===== src/hdl/tdsd_pkg.sv =====
// ----------------------------------------------------------------------------
// tdsd_pkg
// Types, constants and font table of the three-digit status display.
// ----------------------------------------------------------------------------
package tdsd_pkg;

   localparam int HOLD_COUNTER_BITS = 16;
   localparam int HOLD_CMP_BITS = (HOLD_COUNTER_BITS > 16) ? HOLD_COUNTER_BITS : 16;

   // configuration register indexes
   localparam logic [1:0] CSR_WARN_HOLD = 2'd0;
   localparam logic [1:0] CSR_SHOW_HOLD = 2'd1;
   localparam logic [1:0] CSR_HIGH_LIMIT = 2'd2;
   localparam logic [1:0] CSR_LOW_LIMIT = 2'd3;

   localparam logic [15:0] WARN_HOLD_RESET = 16'd1000;
   localparam logic [15:0] SHOW_HOLD_RESET = 16'd1500;
   localparam logic [9:0] HIGH_LIMIT_RESET = 10'd340;
   localparam logic [9:0] LOW_LIMIT_RESET = 10'd200;

   localparam logic [9:0] VOLT_MAX = 10'd999;
   localparam logic [6:0] DUTY_MAX = 7'd99;
   localparam logic [3:0] POWER_MAX = 4'd9;

   // panel modes
   localparam logic [1:0] MODE_NORMAL = 2'd0;
   localparam logic [1:0] MODE_LEVEL = 2'd1;
   localparam logic [1:0] MODE_PULSE = 2'd2;

   // font indexes
   localparam logic [5:0] FONT_DASH = 6'd10;
   localparam logic [5:0] FONT_DOT = 6'd11;
   localparam logic [5:0] FONT_D = 6'd15;
   localparam logic [5:0] FONT_H = 6'd19;
   localparam logic [5:0] FONT_I = 6'd20;
   localparam logic [5:0] FONT_L = 6'd23;
   localparam logic [5:0] FONT_O = 6'd26;
   localparam logic [5:0] FONT_P = 6'd27;
   localparam logic [5:0] FONT_S = 6'd30;
   localparam logic [5:0] FONT_BLANK = 6'd38;

   localparam logic [7:0] PATTERN0_RESET = 8'd1;
   localparam logic [7:0] PATTERN1_RESET = 8'd2;
   localparam logic [7:0] PATTERN2_RESET = 8'd3;

   localparam logic [1:0] SCAN_LAST = 2'd2;

   typedef enum logic [1:0] {
      SCREEN_VOLT = 2'd0,
      SCREEN_DUTY = 2'd1,
      SCREEN_HIGH = 2'd2,
      SCREEN_LOW = 2'd3
   } screen_type;

   typedef struct packed {
      logic [9:0] volt_tenths;
      logic [6:0] duty_percent;
      logic [3:0] power_level;
      logic [3:0] pulse_count;
      logic [1:0] panel_mode;
   } req_type;

   typedef struct packed {
      logic [7:0] segments;
      logic [2:0] digit_enable_n;
   } rsp_type;

   function automatic logic [7:0] font(input logic [5:0] idx);
      logic [7:0] pat;
      case (idx)
         6'd0: pat = 8'h3F;
         6'd1: pat = 8'h06;
         6'd2: pat = 8'h5B;
         6'd3: pat = 8'h4F;
         6'd4: pat = 8'h66;
         6'd5: pat = 8'h6D;
         6'd6: pat = 8'h7D;
         6'd7: pat = 8'h07;
         6'd8: pat = 8'h7F;
         6'd9: pat = 8'h6F;
         6'd10: pat = 8'h40;
         6'd11: pat = 8'h80;
         6'd12: pat = 8'h77;
         6'd13: pat = 8'h7C;
         6'd14: pat = 8'h39;
         6'd15: pat = 8'h5E;
         6'd16: pat = 8'h79;
         6'd17: pat = 8'h71;
         6'd18: pat = 8'h3D;
         6'd19: pat = 8'h76;
         6'd20: pat = 8'h06;
         6'd21: pat = 8'h1E;
         6'd22: pat = 8'h75;
         6'd23: pat = 8'h38;
         6'd24: pat = 8'h37;
         6'd25: pat = 8'h54;
         6'd26: pat = 8'h5C;
         6'd27: pat = 8'h73;
         6'd28: pat = 8'h6B;
         6'd29: pat = 8'h50;
         6'd30: pat = 8'h6D;
         6'd31: pat = 8'h78;
         6'd32: pat = 8'h1C;
         6'd33: pat = 8'h1C;
         6'd34: pat = 8'h2A;
         6'd35: pat = 8'h76;
         6'd36: pat = 8'h6E;
         6'd37: pat = 8'h5B;
         default: pat = 8'h00;
      endcase
      return pat;
   endfunction

   // quotient by ten through the reciprocal 205/2048, exact below 1029
   function automatic logic [6:0] div10(input logic [9:0] v);
      logic [17:0] prod;
      prod = 18'(v) * 18'd205;
      return prod[17:11];
   endfunction

   function automatic logic [3:0] rem10(input logic [9:0] v, input logic [6:0] q);
      logic [9:0] tens;
      tens = 10'(q) * 10'd10;
      return 4'(v - tens);
   endfunction

endpackage


===== src/hdl/three_digit_status_display.sv =====
// ----------------------------------------------------------------------------
// three_digit_status_display
// Multiplexed three-digit seven-segment driver with status screens.
// ----------------------------------------------------------------------------
//  channel | ports                          | direction | moves
//  req     | req_valid req_stall req_data   | in        | one tick item
//  rsp     | rsp_valid rsp_stall rsp_data   | out       | one digit item
//  csr     | csr_write csr_index csr_wdata  | in        | register write
//
//  one item per clock while rsp_stall is low; an accepted item passes
//  through the input register, then the result register, to rsp
//  all display state is updated in the single pass between the two registers
//  reset: synchronous, clears control state, loads register defaults
//  rsp_stall holds the result register; req_stall rises only when both
//  registers are full and the result is not taken
// ----------------------------------------------------------------------------
module three_digit_status_display (
   input  logic                clock,
   input  logic                reset,
   input  logic                req_valid,
   output logic                req_stall,
   input  tdsd_pkg::req_type   req_data,
   output logic                rsp_valid,
   input  logic                rsp_stall,
   output tdsd_pkg::rsp_type   rsp_data,
   input  logic                csr_write,
   input  logic [1:0]          csr_index,
   input  logic [15:0]         csr_wdata
);

   localparam int HB = tdsd_pkg::HOLD_COUNTER_BITS;
   localparam int CB = tdsd_pkg::HOLD_CMP_BITS;

   logic [15:0] warn_hold_ff, show_hold_ff;
   logic [9:0]  high_limit_ff, low_limit_ff;

   logic              in_valid_ff, in_valid_in;
   tdsd_pkg::req_type in_data_ff;
   logic              out_valid_ff, out_valid_in;
   tdsd_pkg::rsp_type out_data_ff, out_data_in;

   tdsd_pkg::screen_type screen_ff, screen_in;
   logic [HB-1:0] hold_ff, hold_in, hold_inc;
   logic [6:0]    last_duty_ff, last_duty_in;
   logic [1:0]    scan_ff, scan_in;
   logic [7:0]    pat_ff [3];
   logic [7:0]    pat_in [3];

   logic advance, accept;
   logic [9:0] volt;
   logic [6:0] duty;
   logic [3:0] power;
   logic [6:0] v1, duty_tens;
   logic [3:0] v2, d0, d1, duty_ones;
   logic [CB-1:0] hold_cmp, warn_cmp, show_cmp;

   assign advance = in_valid_ff && (!out_valid_ff || !rsp_stall);
   assign req_stall = in_valid_ff && !advance;
   assign accept = req_valid && !req_stall;
   assign rsp_valid = out_valid_ff;
   assign rsp_data = out_data_ff;

   always_comb begin
      in_valid_in = in_valid_ff;
      if (accept) begin
         in_valid_in = 1'b1;
      end else if (advance) begin
         in_valid_in = 1'b0;
      end
      out_valid_in = out_valid_ff && rsp_stall;
      if (advance) begin
         out_valid_in = 1'b1;
      end
   end

   // saturation and decimal digits
   always_comb begin
      volt = (in_data_ff.volt_tenths > tdsd_pkg::VOLT_MAX) ?
             tdsd_pkg::VOLT_MAX : in_data_ff.volt_tenths;
      duty = (in_data_ff.duty_percent > tdsd_pkg::DUTY_MAX) ?
             tdsd_pkg::DUTY_MAX : in_data_ff.duty_percent;
      power = (in_data_ff.power_level > tdsd_pkg::POWER_MAX) ?
              tdsd_pkg::POWER_MAX : in_data_ff.power_level;
      v1 = tdsd_pkg::div10(volt);
      d0 = tdsd_pkg::rem10(volt, v1);
      v2 = 4'(tdsd_pkg::div10(10'(v1)));
      d1 = tdsd_pkg::rem10(10'(v1), 7'(v2));
      duty_tens = tdsd_pkg::div10(10'(duty));
      duty_ones = tdsd_pkg::rem10(10'(duty), duty_tens);
   end

   always_comb begin
      hold_inc = (hold_ff == {HB{1'b1}}) ? hold_ff : hold_ff + 1'b1;
      hold_cmp = CB'(hold_inc);
      warn_cmp = CB'(warn_hold_ff);
      show_cmp = CB'(show_hold_ff);
      screen_in = screen_ff;
      hold_in = hold_inc;
      last_duty_in = last_duty_ff;
      pat_in = pat_ff;
      case (in_data_ff.panel_mode)
         tdsd_pkg::MODE_NORMAL: begin
            case (screen_ff)
               tdsd_pkg::SCREEN_HIGH, tdsd_pkg::SCREEN_LOW: begin
                  if (screen_ff == tdsd_pkg::SCREEN_HIGH) begin
                     pat_in[0] = tdsd_pkg::font(tdsd_pkg::FONT_H);
                     pat_in[1] = tdsd_pkg::font(tdsd_pkg::FONT_I);
                  end else begin
                     pat_in[0] = tdsd_pkg::font(tdsd_pkg::FONT_L);
                     pat_in[1] = tdsd_pkg::font(tdsd_pkg::FONT_O);
                  end
                  pat_in[2] = tdsd_pkg::font(tdsd_pkg::FONT_BLANK);
                  if (hold_cmp > warn_cmp) begin
                     screen_in = tdsd_pkg::SCREEN_VOLT;
                     hold_in = '0;
                  end
               end
               tdsd_pkg::SCREEN_DUTY: begin
                  pat_in[0] = tdsd_pkg::font(tdsd_pkg::FONT_D);
                  pat_in[1] = tdsd_pkg::font(6'(duty_tens));
                  pat_in[2] = tdsd_pkg::font(6'(duty_ones));
                  if (duty != last_duty_ff) begin
                     last_duty_in = duty;
                     hold_in = '0;
                  end else if (hold_cmp > show_cmp) begin
                     screen_in = tdsd_pkg::SCREEN_VOLT;
                     hold_in = '0;
                  end
               end
               default: begin
                  pat_in[0] = tdsd_pkg::font((v2 != 4'd0) ? 6'(v2) : tdsd_pkg::FONT_BLANK);
                  pat_in[1] = tdsd_pkg::font((v1 != 7'd0) ? 6'(d1) : tdsd_pkg::FONT_BLANK)
                              | tdsd_pkg::font(tdsd_pkg::FONT_DOT);
                  pat_in[2] = tdsd_pkg::font((volt != 10'd0) ? 6'(d0) : tdsd_pkg::FONT_BLANK);
                  if (hold_cmp > show_cmp) begin
                     if (volt > high_limit_ff) begin
                        screen_in = tdsd_pkg::SCREEN_HIGH;
                     end else if (volt < low_limit_ff) begin
                        screen_in = tdsd_pkg::SCREEN_LOW;
                     end else begin
                        screen_in = tdsd_pkg::SCREEN_DUTY;
                     end
                     hold_in = '0;
                  end
               end
            endcase
         end
         tdsd_pkg::MODE_LEVEL: begin
            pat_in[0] = tdsd_pkg::font(tdsd_pkg::FONT_P);
            pat_in[1] = tdsd_pkg::font(tdsd_pkg::FONT_DASH);
            pat_in[2] = tdsd_pkg::font(6'(power));
         end
         tdsd_pkg::MODE_PULSE: begin
            pat_in[0] = tdsd_pkg::font(tdsd_pkg::FONT_S);
            pat_in[1] = tdsd_pkg::font(tdsd_pkg::FONT_DASH);
            pat_in[2] = tdsd_pkg::font(6'(in_data_ff.pulse_count[3:1]) + 6'd1);
         end
         default: begin
         end
      endcase

      // scan out
      out_data_in.segments = 8'h00;
      out_data_in.digit_enable_n = 3'b111;
      scan_in = 2'd0;
      case (scan_ff)
         2'd0: begin
            out_data_in.segments = pat_in[0];
            out_data_in.digit_enable_n = 3'b110;
            scan_in = 2'd1;
         end
         2'd1: begin
            out_data_in.segments = pat_in[1];
            out_data_in.digit_enable_n = 3'b101;
            scan_in = tdsd_pkg::SCAN_LAST;
         end
         tdsd_pkg::SCAN_LAST: begin
            out_data_in.segments = pat_in[2];
            out_data_in.digit_enable_n = 3'b011;
            scan_in = 2'd0;
         end
         default: begin
         end
      endcase
   end

   always_ff @(posedge clock) begin
      if (reset) begin
         warn_hold_ff <= tdsd_pkg::WARN_HOLD_RESET;
         show_hold_ff <= tdsd_pkg::SHOW_HOLD_RESET;
         high_limit_ff <= tdsd_pkg::HIGH_LIMIT_RESET;
         low_limit_ff <= tdsd_pkg::LOW_LIMIT_RESET;
      end else if (csr_write) begin
         case (csr_index)
            tdsd_pkg::CSR_WARN_HOLD: warn_hold_ff <= csr_wdata;
            tdsd_pkg::CSR_SHOW_HOLD: show_hold_ff <= csr_wdata;
            tdsd_pkg::CSR_HIGH_LIMIT: high_limit_ff <= csr_wdata[9:0];
            tdsd_pkg::CSR_LOW_LIMIT: low_limit_ff <= csr_wdata[9:0];
            default: begin
            end
         endcase
      end
   end

   always_ff @(posedge clock) begin
      if (reset) begin
         in_valid_ff <= 1'b0;
         out_valid_ff <= 1'b0;
         screen_ff <= tdsd_pkg::SCREEN_VOLT;
         hold_ff <= '0;
         last_duty_ff <= '0;
         scan_ff <= '0;
         pat_ff[0] <= tdsd_pkg::PATTERN0_RESET;
         pat_ff[1] <= tdsd_pkg::PATTERN1_RESET;
         pat_ff[2] <= tdsd_pkg::PATTERN2_RESET;
      end else begin
         in_valid_ff <= in_valid_in;
         out_valid_ff <= out_valid_in;
         if (advance) begin
            screen_ff <= screen_in;
            hold_ff <= hold_in;
            last_duty_ff <= last_duty_in;
            scan_ff <= scan_in;
            pat_ff <= pat_in;
         end
      end
   end

   always_ff @(posedge clock) begin
      if (accept) begin
         in_data_ff <= req_data;
      end
      if (advance) begin
         out_data_ff <= out_data_in;
      end
   end

   a_scan_range: assert property (@(posedge clock) disable iff (reset)
      scan_ff != 2'd3) else $error("scan digit out of range");

   a_one_digit: assert property (@(posedge clock) disable iff (reset)
      rsp_valid |-> $countones(rsp_data.digit_enable_n) == 2)
      else $error("not exactly one digit enabled");

   a_in_held: assert property (@(posedge clock) disable iff (reset)
      (in_valid_ff && !advance) |=> in_valid_ff) else $error("pending item lost");

   a_out_filled: assert property (@(posedge clock) disable iff (reset)
      advance |=> out_valid_ff) else $error("result register not filled");

   a_hold_clear: assert property (@(posedge clock) disable iff (reset)
      (advance && screen_in != screen_ff) |=> hold_ff == '0)
      else $error("hold counter not cleared on screen change");

endmodule


===== config.mk =====
export PLATFORM = sky130hd
export DESIGN_NAME = three_digit_status_display
export DESIGN_NICKNAME = d
export VERILOG_FILES = /design/src/hdl/tdsd_pkg.sv /design/src/hdl/three_digit_status_display.sv
export SDC_FILE = /design/constraint.sdc
export NUM_CORES = 1
export LEC_CHECK = 0
export BUFFER_PORTS_ARGS = -buffer_cell sky130_fd_sc_hd__buf_2
export CAP_MARGIN = 20
export CORE_ASPECT_RATIO = 0.75
export CORE_UTILIZATION = 58
export CTS_BUF_LIST = sky130_fd_sc_hd__clkbuf_16
export DETAILED_ROUTE_END_ITERATION = 6
export PLACE_DENSITY = 0.8
export SETUP_SLACK_MARGIN = 0.05
export SYNTH_ARGS = -nofsm -noshare
export SYNTH_HDL_FRONTEND = slang
export SYNTH_SLANG_ARGS = --single-unit
export TNS_END_PERCENT = 100

===== constraint.sdc =====
create_clock -name clock -period 9.41 [get_ports clock]
set_input_delay 0.941 -clock clock [delete_from_list [all_inputs] [get_ports clock]]
set_output_delay 0.941 -clock clock [all_outputs]
set_load 0.02 [all_outputs]

==> results.sh <==
export IMPL_critPathKind="register to register"
export IMPL_clockRootBuffer="clkbuf_16"
export IMPL_grt_max_degree=109
export IMPL_drcViolationCount=0
export IMPL_synth_edf_count=37
export IMPL_grt_use_total=0.298
export IMPL_ys_flop_type="dfxtp_1"
export IMPL_met3_usage=0.0482
export IMPL_viasPerCell=6.04
export IMPL_finalSetupViolCount=8
export IMPL_die_width_um=176
export IMPL_drtIter0Drc=1312
export IMPL_pre_cts_ws_ns=-0.317
export IMPL_numClockSinks=142
export IMPL_crit_fanout=6
export IMPL_grt_pass1_wl_um=55400
export IMPL_cap_viol_max_count=0
export IMPL_netlist_area_leader_share=0.204
export IMPL_overflow=0
export IMPL_syn_avg_cell_area_um2=8.38
export IMPL_postCtsHoldBufs=0
export IMPL_finalSetupTns_ns=-1.09
export IMPL_dieArea_um2=23200
export IMPL_critical_path_slowest_cell="fa_1"
export IMPL_core_area_um2=22100
export IMPL_cp_arrival_ns=9.93
export IMPL_initial_core_util=0.593
export IMPL_rsz0062_at_grt="true"
export IMPL_yosys_area_top_type="ha_1"
export IMPL_finalCritPeriodShare=1.02
export IMPL_placement_io_buffers=61
export IMPL_holdWs_ns=0.456
export IMPL_worstMarginPinSlew_ns=1.16
export IMPL_timing_slew_headroom=0.228
export IMPL_met2_usage=0.462
export IMPL_io_pins=63
export IMPL_ys_seq_elements=142
export IMPL_r2r_start="in_data_ff[20]"
export IMPL_drtAntennaViolNets=0
export IMPL_dp_final_hpwl_um=25900
export IMPL_fin_cells=1984
export IMPL_routedWlPerCell_um=17.7
export IMPL_async_flop_share=0
export IMPL_die_h_um=132
export IMPL_clk_pin_slew_ns=0.07
export IMPL_antennaDiodeCount=0
export IMPL_crit_start="in_data_ff[20]"
export IMPL_grt_pass1_vias=11000
export IMPL_holdCritStartpoint="warn_cmp[10]"
export IMPL_clockBufferDepth=2
export IMPL_use_met1=0.425
export IMPL_syn_area_um2=13100
export IMPL_syn_nets=1865
export IMPL_crit_top_cell="inv_2"
export IMPL_wl_um=35200
export IMPL_htree_levels=4
export IMPL_cts_buffers=17
export IMPL_antenna_found_initial=0
export IMPL_fin_ws_ns=-0.231
export IMPL_vias=12000
export IMPL_cpPeakStageDelay_ns=0.51
export IMPL_violations="setup timing"
export IMPL_cp_end_kind="register"
export IMPL_synth_area_leaders="ha_1, dfxtp_1, edfxtp_1, nand2_1, fa_1"
export IMPL_slew_violations=0
export IMPL_cts_tree="built"
export IMPL_crit_required_ns=9.70
export IMPL_skew_ns=0.0143
export IMPL_synth_cell_types=89
export IMPL_crit_path_start_kind="register"
export IMPL_fmaxAchievable_mhz=104
export IMPL_seq_area_frac_synth=0.245
export IMPL_clk_latency_ns=0.44
export IMPL_drive_above_1_share=0.184
export IMPL_dp_cells=1929
export IMPL_syn2layout_area_growth_pct=17.2
export IMPL_grt_busiest_layer="met2"
export IMPL_drtPass1Iterations=6
export IMPL_yosys_warnings=0
export IMPL_fin_crit_ns=9.64
export IMPL_final_hold_violation_count=0
export IMPL_syn_inst=1566
export IMPL_fin_nets=1976
export IMPL_status="finished, violations left"
export IMPL_fp_row_count=47
export IMPL_place_congestion=0.930
export IMPL_holdCritPathClass="register to register"
-- cell usage after synthesis, drive strengths merged, types with 8 or more instances --
cell    instances
ha            214
nand2         201
inv           170
a21oi         124
nor2          113
dfxtp         105
clkbuf         59
o21ai          56
edfxtp         37
fa             35
xnor2          34
nand3          32
a21o           28
nor3           25
mux2i          21
a211oi         19
nand3b         18
nand4          18
xor2           18
o211ai         16
o21a           16
a211o          12
and3           12
nor2b          12
or2            12
a31oi          11
a221oi         10
o31ai           9
nand2b          8
or3             8
-- per-stage QoR --
step	util	instance area [um2]
2_1_floorplan	-	13300
3_3_place_gp	0.646	14300
3_5_place_dp	0.646	14300
4_1_cts	0.681	15100
5_1_grt	0.696	15400
6_report	0.696	15400
-- kinds of logic after synthesis --
family | after synthesis | synth area share
mux | 28 | 0.0232
fa+ha+maj | 249 | 0.257
simple gates | 489 | 0.176
flops | 142 | 0.245
xor+xnor | 53 | 0.0393
compound gates | 369 | 0.191
buf+inv | 236 | 0.0685
-- sequential cells by signal (all words and copies together) (netlist names), 7 cells and up --
name / count
warn_cmp: 16
pat_ff: 24
in_data_ff: 26
hold_ff: 16
rsp_data: 11
show_cmp: 16
low_limit_ff: 10
last_duty_ff: 7
high_limit_ff: 10
-- layout make-up --
cell class / count / area, um2
flip-flops and latches: 142 / 3210
repair buffers: 158 / 1060
fillers: 1699 / 6730
clock inverters: 15 / 146
well taps: 294 / 368
clock buffers: 17 / 425
inverters: 170 / 638
multi-input cells: 1188 / 9530
-- critical path, delay by kind of cell, from the launching register on --
family                     cells  cell delay, ns
AOI/OAI and AO/OA              9            1.95
xor gates and xnor gates       3            0.71
adders and majority gates     12            4.16
buffers and inverters         14            1.06
DFF                            1            0.40
and+or+nand+nor                7            1.21
-- timing repair --
action                                  CTS  global route
setup buffers                            12             9
endpoints found under the hold margin     0             0
gates resized for setup                  20            51
endpoints found under the setup margin   11            20
pin swaps                                36            39
-- final timing paths --
| path | cells after the start | slack (ns) | to |
|---|---|---|---|
| setup / recovery | 45 | -0.23 | rsp_data[7] |
| hold / removal | 2 | 0.46 | warn_cmp[10] |
| setup reg to reg | 45 | -0.23 | rsp_data[7] |
| hold reg to reg | 2 | 0.46 | warn_cmp[10] |
-- routing by layer --
metal / vias to the layer above / part of all wire
li1: 5717 / -
met1: 5616 / 0.45
met2: 572 / 0.45
met3: 84 / 0.081
met4: 0 / 0.019
met5: - / 0
-- cell usage in the layout, fill, tap and decap left out, drive strengths merged, types with 6 or more instances in the layout --
master	n
a2111oi	6
a211o	12
a211oi	19
a21o	28
a21oi	124
a221oi	10
a22oi	6
a31oi	11
and2	6
and3	12
and4	6
buf	157
clkbuf	18
dfxtp	105
edfxtp	37
fa	35
ha	214
inv	180
mux2	6
mux2i	21
nand2	201
nand2b	8
nand3	32
nand3b	18
nand4	18
nor2	113
nor2b	12
nor3	25
nor3b	7
nor4	7
o211ai	16
o21a	16
o21ai	56
o221ai	7
o31ai	9
or2	12
or3	8
xnor2	34
xor2	18
Power is not shown: default switching activity piles up to over one toggle a cycle in this logic, so the estimate is an artifact.
